<file path="src/hw/rtl/sbb_pkg.sv">
`default_nettype none
package sbb_pkg;

  localparam int PIX_W        = 24;
  localparam int OUT_COL_W    = 11;
  localparam int OUT_ROW_W    = 12;
  localparam int CFG_IDX_W    = 4;
  localparam int CFG_DATA_W   = 13;
  localparam int FRAME_W_W    = 12;
  localparam int FRAME_H_W    = 13;
  localparam int MIN_SIZE     = 3;
  localparam int RST_FRAME_W  = 640;
  localparam int RST_FRAME_H  = 480;
  localparam int OUT_DEPTH    = 4;
  localparam int OUT_PTR_W    = $clog2(OUT_DEPTH);
  localparam int OUT_CNT_W    = $clog2(OUT_DEPTH + 1);

  localparam logic [CFG_IDX_W-1:0] CFG_FRAME_WIDTH  = CFG_IDX_W'(0);
  localparam logic [CFG_IDX_W-1:0] CFG_FRAME_HEIGHT = CFG_IDX_W'(1);

  // what the column pass has to do for one row-blurred value
  typedef struct packed {
    logic first;   // result for the row above
    logic div2;    // that result averages two rows only
    logic second;  // result for the current (last) row
    logic done;    // last result of the frame
  } sbb_job_ctl_t;

  typedef struct packed {
    logic [PIX_W-1:0]     pixel;
    logic [OUT_COL_W-1:0] col;
    logic [OUT_ROW_W-1:0] row;
    logic                 done;
  } sbb_result_t;

  typedef struct packed {
    logic [1:0]  n;
    sbb_result_t r0;
    sbb_result_t r1;
  } sbb_push_t;

  // floor(s / 3) for s up to 765 by reciprocal multiply
  function automatic logic [7:0] div3(input logic [9:0] s);
    logic [20:0] m;
    m = 21'(s) * 21'(683);
    return m[18:11];
  endfunction

  function automatic logic [PIX_W-1:0] avg2(input logic [PIX_W-1:0] a,
                                            input logic [PIX_W-1:0] b);
    logic [PIX_W-1:0] r;
    logic [8:0]       s;
    r = '0;
    for (int ch = 0; ch < 3; ch++) begin
      s = {1'b0, a[ch*8 +: 8]} + {1'b0, b[ch*8 +: 8]};
      r[ch*8 +: 8] = s[8:1];
    end
    return r;
  endfunction

  function automatic logic [PIX_W-1:0] avg3(input logic [PIX_W-1:0] a,
                                            input logic [PIX_W-1:0] b,
                                            input logic [PIX_W-1:0] c);
    logic [PIX_W-1:0] r;
    logic [9:0]       s;
    r = '0;
    for (int ch = 0; ch < 3; ch++) begin
      s = {2'b0, a[ch*8 +: 8]} + {2'b0, b[ch*8 +: 8]} + {2'b0, c[ch*8 +: 8]};
      r[ch*8 +: 8] = div3(s);
    end
    return r;
  endfunction

endpackage
`default_nettype wire

</file>
<file path="src/hw/rtl/sbb_if.sv">
`default_nettype none


interface sbb_res_if import sbb_pkg::*; ();
  logic                 valid;
  logic                 ready;
  logic [PIX_W-1:0]     pixel_out;
  logic [OUT_COL_W-1:0] out_col;
  logic [OUT_ROW_W-1:0] out_row;
  logic                 frame_done;

  modport source (output valid, output pixel_out, output out_col, output out_row,
                  output frame_done, input ready);
  modport sink (input valid, input pixel_out, input out_col, input out_row,
                input frame_done, output ready);
endinterface

`default_nettype wire

</file>
<file path="src/hw/rtl/sbb_out_fifo.sv">
`default_nettype none
module sbb_out_fifo import sbb_pkg::*; (
  input  wire logic                 clk,
  input  wire logic                 rst,
  input  wire sbb_push_t            push,
  output logic [OUT_CNT_W-1:0]      count,
  sbb_res_if.source                 res
);

  sbb_result_t              slots [OUT_DEPTH];
  logic [OUT_PTR_W-1:0]     wr_ptr;
  logic [OUT_PTR_W-1:0]     rd_ptr;
  logic                     pop;
  sbb_result_t              head;

  assign pop  = res.valid && res.ready;
  assign head = slots[rd_ptr];

  assign res.valid      = (count != '0);
  assign res.pixel_out  = head.pixel;
  assign res.out_col    = head.col;
  assign res.out_row    = head.row;
  assign res.frame_done = head.done;

  always_ff @(posedge clk) begin
    if (rst) begin
      wr_ptr <= '0;
      rd_ptr <= '0;
      count  <= '0;
    end else begin
      wr_ptr <= wr_ptr + OUT_PTR_W'(push.n);
      if (pop) rd_ptr <= rd_ptr + OUT_PTR_W'(1);
      count <= count + OUT_CNT_W'(push.n) - OUT_CNT_W'(pop);
    end
  end

  always_ff @(posedge clk) begin
    if (push.n != 2'd0) slots[wr_ptr] <= push.r0;
    if (push.n == 2'd2) slots[wr_ptr + OUT_PTR_W'(1)] <= push.r1;
  end

`ifndef NO_ASSERTIONS
  a_count_bound: assert property (@(posedge clk) disable iff (rst)
    count <= OUT_CNT_W'(OUT_DEPTH))
    else $error("result queue count beyond depth");
  a_count_track: assert property (@(posedge clk) disable iff (rst)
    !pop && push.n == 2'd0 |=> $stable(count))
    else $error("result queue count moved without push or pop");
`endif

endmodule
`default_nettype wire

</file>
<file path="src/flat_wrapper.sv">
// flat-port wrapper written by rule: the top's interface ports become plain ports
module sbb_out_fifo_flat import sbb_pkg::*;
  (clk, rst, push, count, res_valid, res_pixel_out, res_out_col, res_out_row, res_frame_done, res_ready);
  sbb_res_if res_i ();
  input  wire logic clk;
  input  wire logic rst;
  input  wire sbb_push_t push;
  output logic [OUT_CNT_W-1:0] count;
  output wire logic [$bits(res_i.valid)-1:0] res_valid;
  output wire logic [$bits(res_i.pixel_out)-1:0] res_pixel_out;
  output wire logic [$bits(res_i.out_col)-1:0] res_out_col;
  output wire logic [$bits(res_i.out_row)-1:0] res_out_row;
  output wire logic [$bits(res_i.frame_done)-1:0] res_frame_done;
  input wire logic [$bits(res_i.ready)-1:0] res_ready;
  assign res_valid = res_i.valid;
  assign res_pixel_out = res_i.pixel_out;
  assign res_out_col = res_i.out_col;
  assign res_out_row = res_i.out_row;
  assign res_frame_done = res_i.frame_done;
  assign res_i.ready = res_ready;
  sbb_out_fifo u_core (.clk(clk), .rst(rst), .push(push), .count(count), .res(res_i));
endmodule
</file>
<file path="config.mk">
export PLATFORM = sky130hd
export DESIGN_NAME = sbb_out_fifo_flat
export DESIGN_NICKNAME = d
export VERILOG_FILES = /design/src/hw/rtl/sbb_pkg.sv /design/src/hw/rtl/sbb_if.sv /design/src/hw/rtl/sbb_out_fifo.sv /design/src/flat_wrapper.sv
export SDC_FILE = /design/constraint.sdc
export NUM_CORES = 1
export LEC_CHECK = 0
export BUFFER_PORTS_ARGS = -buffer_cell sky130_fd_sc_hd__buf_2
export CAP_MARGIN = 30
export CELL_PAD_IN_SITES_DETAIL_PLACEMENT = 1
export CELL_PAD_IN_SITES_GLOBAL_PLACEMENT = 1
export CORE_UTILIZATION = 53
export DETAILED_ROUTE_END_ITERATION = 8
export PLACE_DENSITY_LB_ADDON = 0.1
export SLEW_MARGIN = 20
export SYNTH_ARGS = -nofsm -noshare
export SYNTH_HDL_FRONTEND = slang
export SYNTH_SLANG_ARGS = --single-unit
</file>
<file path="constraint.sdc">
create_clock -name clk -period 13.9 [get_ports clk]
set_input_delay 1.39 -clock clk [delete_from_list [all_inputs] [get_ports clk]]
set_output_delay 1.39 -clock clk [all_outputs]
set_load 0.02 [all_outputs]
</file>
* Yosys cells after proc, flatten, opt, wreduce, memory -nomap -nowiden *
Memories as Yosys holds them, arrays and structs flattened. A register that Yosys moved wholly into a read port is not among the register bits.
Index checks and enable logic that the tools add are counted.

word-level totals
  output and inout bits = 52
  register bits after elaboration = 7
  input bits = 101
  bits in writable memories = 192
  logic and storage cells = 19
  memories kept = 1

operators by class
  eq/ne operators = 1
  reductions and logical operators = 3
  add/subtract/negate cells = 5
  multiplexer cells = 6

memories
  name          depth  bits a word  rd ports  clocked after memory_dff  write ports  line                RTL
  u_core.slots  4      48           1         1                         2            sbb_out_fifo.sv:10  sbb_result_t slots [OUT_DEPTH];

operators with widths
  kind                 number
  $add 2x1->2 const B  2
  $mux 1               4
  $mux 2               2
  $add 3x2->3          1
  $reduce_bool 3->1    1
  $sub 3x1->3          1
  $add 2x2->2          1
  $eq 2x2->1 const B   1
  $reduce_bool 2->1    1
  $logic_and 1x1->1    1

* Depth between registers and ports, before layout *
  depth in word-level cells = 4
  mapped depth = 8
  gate-level depth less buffers = 8

* Least setup slack after synthesis *
No wires, ideal clock.

  kind = input -> register
  start = input port push[97] (netlist name)
  end = memory u_core.slots[0][0] (netlist name), enable pin
  stages = 3
  required time = 13.375 ns
  data arrival time = 5.180 ns
  path slack = 8.195 ns
  path through = buf_2 nor2_1 o31ai_1

RTL lines
  item                line                RTL
  start: declaration  flat_wrapper.sv:7   input wire sbb_push_t push;
  end: declaration    sbb_out_fifo.sv:10

==> impl_metrics.csv <==
group,metric,value,unit
sta,fmax,262,MHz
yosys,ys_top_cells_by_count,"edfxtp_1, mux2_2, mux4_2",
setup_path,path_depth,3,
layout,fillCellCount,1627,
setup_path,cp_cell_sequence,"buf_4, mux4_2, buf_2",
sta,post-route-min-period,3.82,ns
grt,grt_pass1_wl,34.8,mm
grt,grt_pass1_vias,6118,
sta,worstMarginPinSlew,0.959,ns
placement,place.gp.congestion,0.727,
floorplan,fp.coreArea,18100,um^2
sta,maxSlewViolCount,0,
grt,grt_use_total,24.2,%
layout,drive_gt1_share,65.2,%
setup_path,critPathMaxStageDelay,0.81,ns
routing,wl_met2,11.8,mm
sta,finalCritPeriodShare,27.5,%
yosys,synthCells,512,
routing,vias,5419,
power_and_ir_drop,power,1.81,mW
setup_path,worst-path-buf-inv,2,
yosys,synth_fp_nets,618,
sta,slew_headroom,36.1,%
routing,dr.pass1.iters,6,
yosys,syn_area,9820,um^2
yosys,yosysTopAreaCellShare,58.7,%
clocking,cts_buffers,22,
clocking,clkSinkCount,201,
setup_path,rrSetupSlack,10.98,ns
setup_path,slowest_stage,"dfxtp_2",
setup_path,critical-path-top-delay-family,"flip-flops",
sta,setup_tns,0,ns
layout,stdcell_area,11500,um^2
setup_path,r2r-end,"u_core.slots[2][40]",
floorplan,die_h,138,um
clocking,clkTransAtPathRegs,0.06,ns
power_and_ir_drop,p_leak,4.10,nW
clocking,clockRootBuffer,"clkbuf_16",
floorplan,num_rows,49,
placement,post-place-ws,9.93,ns
grt,grt.overflow.total,0,
yosys,async_flop_share,0,%
setup_path,crit_type,"reg2out",
yosys,synth-seq-area-share,60.5,%
clocking,cts_tree,"done",
layout,fin_util,63.7,%
routing,route.detailed.drc,18,
run,maxCapViolCount,0,
layout,fin_nets,771,
power_and_ir_drop,powerDensity,157,nW/um^2
placement,postPlaceCellArea,10800,um^2
yosys,ys.flop_type,"edfxtp_1",
clocking,clkLatencyLatePin,0.50,ns
yosys,synth_seq_cells,201,
sta,setup_violations,0,
yosys,synth.distinct_cells,26,
clocking,htree_levels,1,
yosys,synth_area_leader_cell,"edfxtp_1",
routing,wire_per_inst,25.2,um
sta,finClkSkew,0.00647,ns
floorplan,start_util,54.3,%
placement,numPortBuffers,152,
grt,grt_max_degree,50,
sta,layout_setup_ws,10.08,ns
layout,areaGrowthSynthToFinish,17.3,%
setup_path,cp.required,12.51,ns
sta,rsz0062_at_grt,"false",
setup_path,arrival,2.43,ns
setup_path,r2r-start,"u_core.wr_ptr[0]",
clocking,cts_hold_buf,0,
yosys,synth_most_common_cell,"edfxtp_1",
floorplan,die_x,138,um
setup_path,crit_path_end,"res_pixel_out[2]",
routing,drt-initial-drc-count,348,
setup_path,ff2ff_path_depth,3,
routing,wl_met3,1.37,mm
run_status,violations,"DRC",
floorplan,die-area,19100,um^2
grt,antenna_found_initial,2,
clocking,clockBufferDepth,3,
clocking,postCtsSetupBuffers,0,
routing,routed_via_density,5.95,
routing,wirelength,22.9,mm
yosys,synthTopCellsByArea,"edfxtp_1, mux2_2, mux4_2, mux2_4, dfxtp_1",
hold_path,worstHoldStart,"u_core.rd_ptr[1]",
setup_path,cp-start-kind,"register",
routing,ant_nets,0,
placement,dp.final_hpwl,13.8,mm
setup_path,cp_max_fo,25,
power_and_ir_drop,irDropWorstVdd,0.0000978,V
sta,final_hold_viol_count,0,
yosys,avgSynthCellArea,19.2,um^2
yosys,synth_edf_count,192,
routing,top_layer,"met5",
clocking,cts_resized,0,
setup_path,critPathCaptureType,"output port",
yosys,yosys_warnings,0,
routing,met1_length,9.39,mm
hold_path,hp-class,"reg2reg",
floorplan,ios,153,
run_status,status,"finished with violations",
power by group:
group	switching, mW	leakage (nW)	internal, mW
Sequential	0.0437	1.88	0.746
Clock	0.231	0.347	0.343
Combinational	0.238	1.88	0.206
Total	0.512	4.10	1.30
sequential cells by signal, indices dropped and copies added (netlist names), named ones only:
name and cells:
u_core.slots 192, u_core.count 3, u_core.rd_ptr 2, u_core.wr_ptr 2
worst min path at each step:
stage                                   to  cells past startpoint
final                     u_core.rd_ptr[1]                      2
after global routing              register                      2
after CTS                         register                      2
after detailed placement          register                      2
after global placement            register                      2
after floorplan                   register                      2
logic make-up (layout without fill, tap and decap cells):
kind of cell               after synthesis  count (layout)  synth area share (%)
muxes                                  244             244                  34.2
AOI/OAI and AO/OA                        4               4                 0.331
other                                    0               1                     0
DFF                                    201             201                  60.5
and+or+nand+nor                         18              18                  1.30
buffers and inverters                   38             207                  2.41
adders and majority gates                5               5                 0.713
xor gates and xnor gates                 2               2                 0.471
through the flow:
step,hold WS [ns],std cells
floorplan,0.538,512
global placement,0.550,868
detailed placement,0.589,870
CTS,0.640,910
global route,0.663,911
finish,0.640,911
routing by layer:
layer	vias to the layer above	global-route usage, %
li1	2402	-
met1	2817	31.2
met2	170	42.6
met3	28	4.36
met4	2	6.27
met5	-	0
final cells by class:
cell class / count / area, um^2 / share of cell area (%)
diodes: 1 / 2.50 / 0.0217
clock buffers: 35 / 661 / 5.73
clock inverters: 5 / 47.5 / 0.413
inverters: 5 / 18.8 / 0.163
multi-input cells: 273 / 3690 / 32.0
flip-flops and latches: 201 / 5950 / 51.7
well taps: 229 / 287 / 2.49
repair buffers: 162 / 868 / 7.54
worst register-to-register path, stage by stage (launching register included):
cell	delay, ns
dfxtp_1	0.58
and4bb_4	0.95
o21bai_4	0.42
buf_4	0.58
cell usage in the layout (no fill, tap or decap), types with 2 or more instances in the layout:
| cell type | synthesis | final |
|---|---|---|
| and4bb_4 | 0 | 2 |
| buf_2 | 18 | 152 |
| buf_4 | 3 | 8 |
| clkbuf_1 | 4 | 8 |
| clkbuf_16 | 0 | 23 |
| clkbuf_8 | 0 | 4 |
| clkinv_1 | 0 | 2 |
| clkinv_2 | 0 | 2 |
| dfxtp_1 | 9 | 7 |
| edfxtp_1 | 192 | 192 |
| ha_1 | 4 | 4 |
| inv_1 | 5 | 5 |
| mux2_2 | 175 | 175 |
| mux2_4 | 20 | 20 |
| mux4_2 | 48 | 48 |
| nor2_1 | 7 | 6 |
| nor2b_1 | 5 | 4 |
(Power assumes the default switching activity.)
