<file path="src/hw/rtl/sbb_pkg.sv">
`default_nettype none
package sbb_pkg;

  localparam int PIX_W        = 24;
  localparam int OUT_COL_W    = 11;
  localparam int OUT_ROW_W    = 12;
  localparam int CFG_IDX_W    = 4;
  localparam int CFG_DATA_W   = 13;
  localparam int FRAME_W_W    = 12;
  localparam int FRAME_H_W    = 13;
  localparam int MIN_SIZE     = 3;
  localparam int RST_FRAME_W  = 640;
  localparam int RST_FRAME_H  = 480;
  localparam int OUT_DEPTH    = 4;
  localparam int OUT_PTR_W    = $clog2(OUT_DEPTH);
  localparam int OUT_CNT_W    = $clog2(OUT_DEPTH + 1);

  localparam logic [CFG_IDX_W-1:0] CFG_FRAME_WIDTH  = CFG_IDX_W'(0);
  localparam logic [CFG_IDX_W-1:0] CFG_FRAME_HEIGHT = CFG_IDX_W'(1);

  // what the column pass has to do for one row-blurred value
  typedef struct packed {
    logic first;   // result for the row above
    logic div2;    // that result averages two rows only
    logic second;  // result for the current (last) row
    logic done;    // last result of the frame
  } sbb_job_ctl_t;

  typedef struct packed {
    logic [PIX_W-1:0]     pixel;
    logic [OUT_COL_W-1:0] col;
    logic [OUT_ROW_W-1:0] row;
    logic                 done;
  } sbb_result_t;

  typedef struct packed {
    logic [1:0]  n;
    sbb_result_t r0;
    sbb_result_t r1;
  } sbb_push_t;

  // floor(s / 3) for s up to 765 by reciprocal multiply
  function automatic logic [7:0] div3(input logic [9:0] s);
    logic [20:0] m;
    m = 21'(s) * 21'(683);
    return m[18:11];
  endfunction

  function automatic logic [PIX_W-1:0] avg2(input logic [PIX_W-1:0] a,
                                            input logic [PIX_W-1:0] b);
    logic [PIX_W-1:0] r;
    logic [8:0]       s;
    r = '0;
    for (int ch = 0; ch < 3; ch++) begin
      s = {1'b0, a[ch*8 +: 8]} + {1'b0, b[ch*8 +: 8]};
      r[ch*8 +: 8] = s[8:1];
    end
    return r;
  endfunction

  function automatic logic [PIX_W-1:0] avg3(input logic [PIX_W-1:0] a,
                                            input logic [PIX_W-1:0] b,
                                            input logic [PIX_W-1:0] c);
    logic [PIX_W-1:0] r;
    logic [9:0]       s;
    r = '0;
    for (int ch = 0; ch < 3; ch++) begin
      s = {2'b0, a[ch*8 +: 8]} + {2'b0, b[ch*8 +: 8]} + {2'b0, c[ch*8 +: 8]};
      r[ch*8 +: 8] = div3(s);
    end
    return r;
  endfunction

endpackage
`default_nettype wire

</file>
<file path="src/hw/rtl/sbb_if.sv">
`default_nettype none
interface sbb_pix_if import sbb_pkg::*; ();
  logic             valid;
  logic             ready;
  logic [PIX_W-1:0] pixel_in;

  modport source (output valid, output pixel_in, input ready);
  modport sink (input valid, input pixel_in, output ready);
endinterface


interface sbb_cfg_if import sbb_pkg::*; ();
  logic                  valid;
  logic                  ready;
  logic [CFG_IDX_W-1:0]  index;
  logic [CFG_DATA_W-1:0] data;

  modport source (output valid, output index, output data, input ready);
  modport sink (input valid, input index, input data, output ready);
endinterface
`default_nettype wire

</file>
<file path="src/hw/rtl/sbb_hpass.sv">
`default_nettype none
module sbb_hpass import sbb_pkg::*; #(
  parameter int MAX_WIDTH  = 2048,
  parameter int MAX_HEIGHT = 4096,
  localparam int CW = $clog2(MAX_WIDTH),
  localparam int RW = $clog2(MAX_HEIGHT)
) (
  input  wire logic         clk,
  input  wire logic         rst,
  sbb_pix_if.sink           pix,
  sbb_cfg_if.sink           cfg,
  output logic              job_valid,
  input  wire logic         job_ready,
  output sbb_job_ctl_t      job_ctl,
  output logic [CW-1:0]     job_col,
  output logic [RW-1:0]     job_row,
  output logic [PIX_W-1:0]  job_hv
);

  localparam int W_RST = (RST_FRAME_W > MAX_WIDTH) ? MAX_WIDTH : RST_FRAME_W;
  localparam int H_RST = (RST_FRAME_H > MAX_HEIGHT) ? MAX_HEIGHT : RST_FRAME_H;

  logic [CW-1:0]    w_last;
  logic [RW-1:0]    h_last;
  logic [CW-1:0]    x;
  logic [RW-1:0]    y;
  logic [PIX_W-1:0] prev1;
  logic [PIX_W-1:0] prev2;
  logic [1:0]       njobs;

  sbb_job_ctl_t     ctl0, ctl1;
  logic [CW-1:0]    col0, col1;
  logic [PIX_W-1:0] hv0, hv1;

  logic             cfg_wr;
  logic             restart;
  logic [CW-1:0]    w_last_cfg;
  logic [RW-1:0]    h_last_cfg;
  logic             accept;
  logic             pop;
  logic             has_a;
  logic             has_b;
  logic             last_row;
  sbb_job_ctl_t     ctl_a, ctl_b;
  logic [PIX_W-1:0] hv_a, hv_b;

  always_comb begin
    int wv;
    int hv;
    wv = int'(cfg.data[FRAME_W_W-1:0]);
    hv = int'(cfg.data[FRAME_H_W-1:0]);
    if (wv < MIN_SIZE) wv = MIN_SIZE;
    if (wv > MAX_WIDTH) wv = MAX_WIDTH;
    if (hv < MIN_SIZE) hv = MIN_SIZE;
    if (hv > MAX_HEIGHT) hv = MAX_HEIGHT;
    w_last_cfg = CW'(wv - 1);
    h_last_cfg = RW'(hv - 1);
  end

  assign cfg.ready = 1'b1;
  assign cfg_wr    = cfg.valid && cfg.ready;
  assign restart   = cfg_wr && (cfg.index == CFG_FRAME_WIDTH || cfg.index == CFG_FRAME_HEIGHT);

  assign job_valid = (njobs != 2'd0);
  assign pop       = job_valid && job_ready;
  assign pix.ready = (njobs == 2'd0) || (njobs == 2'd1 && job_ready);
  assign accept    = pix.valid && pix.ready;

  assign has_a    = (x != '0);
  assign has_b    = (x == w_last);
  assign last_row = (y == h_last);

  // x == 1 is the left edge, where only two pixels exist
  assign hv_a = (x == CW'(1)) ? avg2(prev1, pix.pixel_in)
                              : avg3(prev2, prev1, pix.pixel_in);
  assign hv_b = avg2(prev1, pix.pixel_in);

  always_comb begin
    ctl_a.first  = (y != '0);
    ctl_a.div2   = (y == RW'(1));
    ctl_a.second = last_row;
    ctl_a.done   = 1'b0;
    ctl_b        = ctl_a;
    ctl_b.done   = last_row;
  end

  always_ff @(posedge clk) begin
    if (rst) begin
      w_last <= CW'(W_RST - 1);
      h_last <= RW'(H_RST - 1);
      x      <= '0;
      y      <= '0;
      prev1  <= '0;
      prev2  <= '0;
      njobs  <= 2'd0;
    end else if (restart) begin
      if (cfg.index == CFG_FRAME_WIDTH) w_last <= w_last_cfg;
      else h_last <= h_last_cfg;
      x     <= '0;
      y     <= '0;
      prev1 <= '0;
      prev2 <= '0;
    end else begin
      if (pop) njobs <= njobs - 2'd1;
      if (accept) begin
        njobs <= {1'b0, has_a} + {1'b0, has_b};
        if (has_b) begin
          x     <= '0;
          prev1 <= '0;
          prev2 <= '0;
          y     <= last_row ? '0 : y + RW'(1);
        end else begin
          x     <= x + CW'(1);
          prev1 <= pix.pixel_in;
          prev2 <= prev1;
        end
      end
    end
  end

  always_ff @(posedge clk) begin
    if (pop) begin
      ctl0 <= ctl1;
      col0 <= col1;
      hv0  <= hv1;
    end
    if (accept) begin
      ctl0    <= ctl_a;
      col0    <= x - CW'(1);
      hv0     <= hv_a;
      ctl1    <= ctl_b;
      col1    <= x;
      hv1     <= hv_b;
      job_row <= y;
    end
  end

  assign job_ctl = ctl0;
  assign job_col = col0;
  assign job_hv  = hv0;

`ifndef NO_ASSERTIONS
  a_second_has_first: assert property (@(posedge clk) disable iff (rst)
    job_valid && job_ctl.second |-> job_ctl.first)
    else $error("last-row job without row-above result");
  a_accept_empties: assert property (@(posedge clk) disable iff (rst)
    accept && !restart && has_b |=> njobs == 2'd2)
    else $error("row-end pixel did not queue two column updates");
`endif

endmodule
`default_nettype wire

</file>
<file path="src/flat_wrapper.sv">
// flat-port wrapper written by rule: the top's interface ports become plain ports
module sbb_hpass_flat import sbb_pkg::*;
#(
  parameter int MAX_WIDTH  = 2048,
  parameter int MAX_HEIGHT = 4096,
  localparam int CW = $clog2(MAX_WIDTH),
  localparam int RW = $clog2(MAX_HEIGHT)
)
  (clk, rst, job_valid, job_ready, job_ctl, job_col, job_row, job_hv, pix_valid, pix_pixel_in, pix_ready, cfg_valid, cfg_index, cfg_data, cfg_ready);
  sbb_pix_if pix_i ();
  sbb_cfg_if cfg_i ();
  input  wire logic clk;
  input  wire logic rst;
  output logic job_valid;
  input  wire logic job_ready;
  output sbb_job_ctl_t job_ctl;
  output logic [CW-1:0] job_col;
  output logic [RW-1:0] job_row;
  output logic [PIX_W-1:0] job_hv;
  input wire logic [$bits(pix_i.valid)-1:0] pix_valid;
  input wire logic [$bits(pix_i.pixel_in)-1:0] pix_pixel_in;
  output wire logic [$bits(pix_i.ready)-1:0] pix_ready;
  input wire logic [$bits(cfg_i.valid)-1:0] cfg_valid;
  input wire logic [$bits(cfg_i.index)-1:0] cfg_index;
  input wire logic [$bits(cfg_i.data)-1:0] cfg_data;
  output wire logic [$bits(cfg_i.ready)-1:0] cfg_ready;
  assign pix_i.valid = pix_valid;
  assign pix_i.pixel_in = pix_pixel_in;
  assign pix_ready = pix_i.ready;
  assign cfg_i.valid = cfg_valid;
  assign cfg_i.index = cfg_index;
  assign cfg_i.data = cfg_data;
  assign cfg_ready = cfg_i.ready;
  sbb_hpass #(.MAX_WIDTH(MAX_WIDTH), .MAX_HEIGHT(MAX_HEIGHT)) u_core (.clk(clk), .rst(rst), .pix(pix_i), .cfg(cfg_i), .job_valid(job_valid), .job_ready(job_ready), .job_ctl(job_ctl), .job_col(job_col), .job_row(job_row), .job_hv(job_hv));
endmodule
</file>
<file path="config.mk">
export PLATFORM = sky130hd
export DESIGN_NAME = sbb_hpass_flat
export DESIGN_NICKNAME = d
export VERILOG_FILES = /design/src/hw/rtl/sbb_pkg.sv /design/src/hw/rtl/sbb_if.sv /design/src/hw/rtl/sbb_hpass.sv /design/src/flat_wrapper.sv
export SDC_FILE = /design/constraint.sdc
export NUM_CORES = 1
export LEC_CHECK = 0
export ABC_AREA = 0
export BUFFER_PORTS_ARGS = -buffer_cell sky130_fd_sc_hd__buf_2
export CORE_ASPECT_RATIO = 1.25
export CORE_MARGIN = 4
export CORE_UTILIZATION = 45
export CTS_CLUSTER_DIAMETER = 60
export DETAILED_ROUTE_END_ITERATION = 10
export PLACE_DENSITY_LB_ADDON = 0.05
export SETUP_SLACK_MARGIN = 0.1
export SLEW_MARGIN = 0
export SYNTH_ARGS = -nofsm -noshare
export SYNTH_HDL_FRONTEND = slang
export SYNTH_SLANG_ARGS = --single-unit
</file>
<file path="constraint.sdc">
create_clock -name clk -period 6.7 [get_ports clk]
set_input_delay 0.335 -clock clk [delete_from_list [all_inputs] [get_ports clk]]
set_output_delay 0.335 -clock clk [all_outputs]
set_load 0.1 [all_outputs]
</file>
[Yosys cells after proc, flatten, opt, wreduce, memory -nomap -nowiden]
Cells that the tools add are included.
Word-level totals
  register bits: 185
  bits of input ports: 46
  output and inout port bits: 54
Cells by class
  $add $sub $neg: 16
  multipliers: 3
  magnitude comparators: 4
  equality and inequality tests: 6
  muxes and demuxes: 17
  bitwise operators: 2
  reduce and logical (&&, ||, !) cells: 17
Operator list (count)
  $mux 24: 5
  $mul 10x10->19 const B: 3
  $add 8x8->9: 6
  $mux 11: 4
  $mux 12: 3
  $add 10x8->10: 3
  $gt 13x13->1 const B: 1
  $lt 13x2->1 const B: 1
  $mux 13: 1
  $add 12x1->12 const B: 1
  $eq 12x1->1 const B: 1
  $eq 12x12->1: 1
  $gt 12x12->1 const B: 1
  $lt 12x2->1 const B: 1
  $reduce_bool 12->1: 1
  $sub 12x1->12 const B: 1
  $add 11x1->11 const B: 1
  $eq 11x1->1 const B: 1
  $eq 11x11->1: 1
  $reduce_bool 11->1: 1
  $sub 11x1->11 const B: 1
  $sub 11x2->11 const B: 1
  $mux 4: 2
  $reduce_and 2->1: 4
  12 further kinds: 19

[Logic depth before layout (Yosys ltp)]
  depth in word-level cells: 6
  depth in mapped cells: 33

[Worst setup path after synthesis]
Ideal clock, no wire load.
  kind: register to register
  start: register u_core.prev1[16]
  end: register u_core.hv0[23] (netlist: u_core.job_hv[23]), data pin
  data arrival time: 6475 ps
  slack: -38 ps
  cell stages (with the launch flop): 32
  buffers on the path: 0
  clock period less this slack: 6738 ps
  cell sequence: dfxtp_1 -> ha_1 -> inv_1 -> fa_1 -> xnor2_1 -> ha_1 -> nor2b_1 -> o21ai_0 -> nand2b_1 -> and3_1 -> o21ai_0 -> nand2b_1 -> a21oi_1 -> xnor2_1 -> inv_1 -> ha_1 -> ha_1 -> fa_1 -> fa_1 -> inv_1 -> fa_1 -> inv_1 -> ha_1 -> o21a_1 -> o2111ai_1 -> o21bai_1 -> nand4_1 -> a31oi_1 -> o21bai_1 -> a21oi_1 -> xnor2_1 -> o22ai_1
Between the ends
  word-level cells in the longest chain between the ends: 5
  elaborated cells on any way between the ends: 6
  those cells by class: 3 x add/sub; 1 x mul; 2 x mux
Ends and longest elaborated chain
  start: declaration: RTL line sbb_hpass.sv:27  | logic [PIX_W-1:0] prev1;
  start signal: assignment: RTL line sbb_hpass.sv:114  | prev1 <= pix.pixel_in;
  $add 8x8->9: RTL line sbb_pkg.sv:68  | s = {2'b0, a[ch*8 +: 8]} + {2'b0, b[ch*8 +: 8]} + {2'b0, c[ch*8 +: 8]};
  $add 10x8->10: RTL line sbb_pkg.sv:68
  $mul 10x10->19: RTL line sbb_pkg.sv:45  | m = 21'(s) * 21'(683);
  $mux 24 *: RTL line sbb_hpass.sv:74  | assign hv_a = (x == CW'(1)) ? avg2(prev1, pix.pixel_in)
  $mux 24 *: RTL line sbb_hpass.sv:127  | if (accept) begin
  end signal: assignment: RTL line sbb_hpass.sv:125  | hv0 <= hv1;
  end signal: assignment: RTL line sbb_hpass.sv:130  | hv0 <= hv_a;
  end: declaration: RTL line sbb_hpass.sv:33  | logic [PIX_W-1:0] hv0, hv1;
Mark *: on every way between the ends. The rest lies on a longest branch, timed or not.
A chain may end at the register's enable or synchronous reset.

[Final worst setup path]
  start: register u_core.prev1[0]
  end: register u_core.hv0[4] (netlist: u_core.job_hv[4]), data pin
Same word-level chain as after synthesis.

==> impl_metrics.toml <==
[cts]
worst_skew_pair.late_latency_ns = 0.45
cts_buffers = 17
holdBufCountCts = 0
clock-sinks = 185
clock-root-buffer = "clkbuf_16"
cts_max_path_buffers = 2
h-tree-depth = 4
cts_tree = "built"
cts.clk_slew.worst_paths_ns = 0.07

[timing]
slew_violations = 0
grt_setup_unrepaired = "yes"
setup_tns_ns = 0
period_share_pct = 97.37
period_needed_ns = 6.524
relSlewSlack_pct = 35.64
fmax_ghz = 0.1533
tightest_slew_ns = 0.9640
setup_viol = 0
skew_ns = 0.01171
hold_violations = 0

[synth]
synth_common_cells = "254 x ha_1, 204 x nand2_1, 168 x inv_1"
yosys_warnings = 0
post_synth_mux_area_share_pct = 0.1922
avgSynthCellArea_um2 = 9.172
synth_xor_area_share_pct = 8.915
synth_top_flop_cell = "dfxtp_1"
synthTopCellsByArea = "ha_1 20%, edfxtp_1 17%, dfxtp_1 12%, fa_1 8.2%, xnor2_1 5.7%"
synth_top_family_by_area = "adder cells"
synth_edf_count = 88
async_flop_share_pct = 0
synthAdderAreaFrac_pct = 28.55
synth_top_cell_area_share_pct = 20.35
yosysMostFrequentCell = "ha_1"
syn_area_um2 = 15620
syn_nets = 2067
synth_compound_area_share_pct = 12.87
yosys_register_bits = 185
synth.largest_area_cell = "ha_1"
yosys.area_share.simple_pct = 14.41
synth_cells = 1703
seq_area_frac_synth_pct = 29.35
ys_types = 72

[layout]
design_area_um2 = 19300
diodes = 0
fillers = 3051
seqCellArea_um2 = 4598
post-route-util_pct = 56.21
drive_gt1_share_pct = 25.01
multiInputGateArea_um2 = 11220
nets = 2274
syn_to_final_growth_pct = 23.53

[setup_path]
cp_slowest_cell = "fa_2"
ff2ff_setup_slack_ns = 0.18
max_stage_delay_ns = 0.54
reg2reg_depth = 29
startpoint_type = "flop"
cp.arrival_ns = 6.72
crit_top_cell = "ha_4"
r2r_start = "u_core.prev1[0]"
critPathBufInv = 6
cp-end-kind = "flop"
path_delay_family = "adder cells"
r2r-end = "u_core.job_hv[4]"
worstPathRequired_ns = 6.90
worstPathMaxFanout = 3
crit_type = "flop to flop"

[grt]
grt_max_degree = 77
track_usage_pct = 19.96
grt-ovfl-total = 0
antenna_found_initial = 0
grt_pass1_wl_um = 61580
grt_pass1_vias = 12270

[routing]
wirelength_um = 37910
vias = 12200
wl_per_cell_um = 15.85
viasPerCell = 5.104
drc_errors = 0
first_iter_violations = 516
ant_nets = 0
dr.pass1.iters = 5

[min_path]
hold_class = "input pin to flop"
hp-start = "pix_pixel_in[0]"
hold_depth = 3
hold_end = "u_core.prev1[0]"

[status]
status = "complete, no violations"

[die]
num_rows = 76
die-area_um2 = 37770
fp.dieW_um = 174.6
io_pins = 100
core-area_um2 = 34330
start_util_pct = 45.50
fp.dieH_um = 216.3

[run]
drv_cap = 0

[placed_design]
io_buffers = 98
gp_congestion = 0.8368
dpl.hpwl_um = 28740
placed_area_um2 = 17290
[metal layers]
metal  GRT usage, %  share of wire [%]  vias up  wire length [µm]
met3          2.320                2.3       33               861
li1               -                  -     6244                 -
met4          5.895                1.8        0               681
met1          24.86                 44     5802             16610
met2          36.32                 52      124             19760
met5              0                  0        -                 0
[timing repair]
action	4_1_cts	5_1_grt
setup endpoints to repair	19	20
pin swaps	68	151
buffers inserted	19	27
cloned	0	0
gates resized for setup	78	126
[placed cells by master, fill, tap and decap left out, types with 24 or more instances in the layout]
master and n:
xnor2_1 84, fa_1 61, a21o_1 24, o21ai_0 59, inv_1 144, buf_2 98
xor2_1 54, inv_2 24, a21oi_1 122, ha_1 207, nor3_1 24, edfxtp_1 88
nor2_1 96, dfxtp_1 86, ha_4 38, nand3_1 30, buf_4 146, nand2_1 200
[worst max path at each step]
| stage | startpoint | endpoint | slack (ns) | cells after the start |
|---|---|---|---|---|
| after detailed placement | u_core.prev2[8] | u_core.job_hv[15] | -0.35 | 31 |
| final | u_core.prev1[0] | u_core.job_hv[4] | 0.18 | 29 |
| after global placement | u_core.prev2[8] | u_core.job_hv[15] | -0.09 | 31 |
| after global routing | u_core.prev1[0] | u_core.job_hv[6] | -0.18 | 33 |
| after floorplan | u_core.prev1[16] | u_core.job_hv[23] | 0.07 | 31 |
| after CTS | u_core.prev2[9] | u_core.job_hv[15] | 0.1 | 30 |
[cell families after synthesis]
logic type / Yosys count
AND/OR/NAND/NOR: 478
AO/OA/AOI/OAI: 330
adder cells (fa/ha/maj): 318
buffers and inverters: 229
flip-flops: 185
XOR/XNOR: 159
multiplexers: 3
other: 1
[layout make-up]
class | count | share of cell area [%]
clock buffers | 19 | 2.295
clock inverters | 13 | 0.9467
well taps | 468 | 3.035
flip-flops and latches | 185 | 23.83
inverters | 169 | 3.300
repair buffers | 248 | 8.455
multi-input cells | 1289 | 58.14
[tightest hold or removal path, cell delays in order]
cell and delay (ns):
buf_2 0.13, nand2_1 0.06, a21oi_1 0.05
[through the flow]
step / setup slack [ns] / hold slack (ns) / std cells
floorplan: 0.07045 / 0.4029 / 1703
global placement: -0.09075 / 0.4470 / 2316
global route: -0.1816 / 0.1567 / 2391
detailed placement: -0.3524 / 0.4539 / 2316
finish: 0.1765 / 0.1591 / 2391
CTS: 0.09576 / 0.1378 / 2367
[registers in the layout (all words and copies together) (netlist names), 12 cells and up]
name,flops
u_core.h_last,12
u_core.job_row,12
u_core.job_hv,24
u_core.hv1,24
u_core.prev2,24
u_core.prev1,24
u_core.y,12
Power is left out: the tool's default activity adds up to more than one toggle a clock period on the data nets, which glitch-free logic cannot reach.
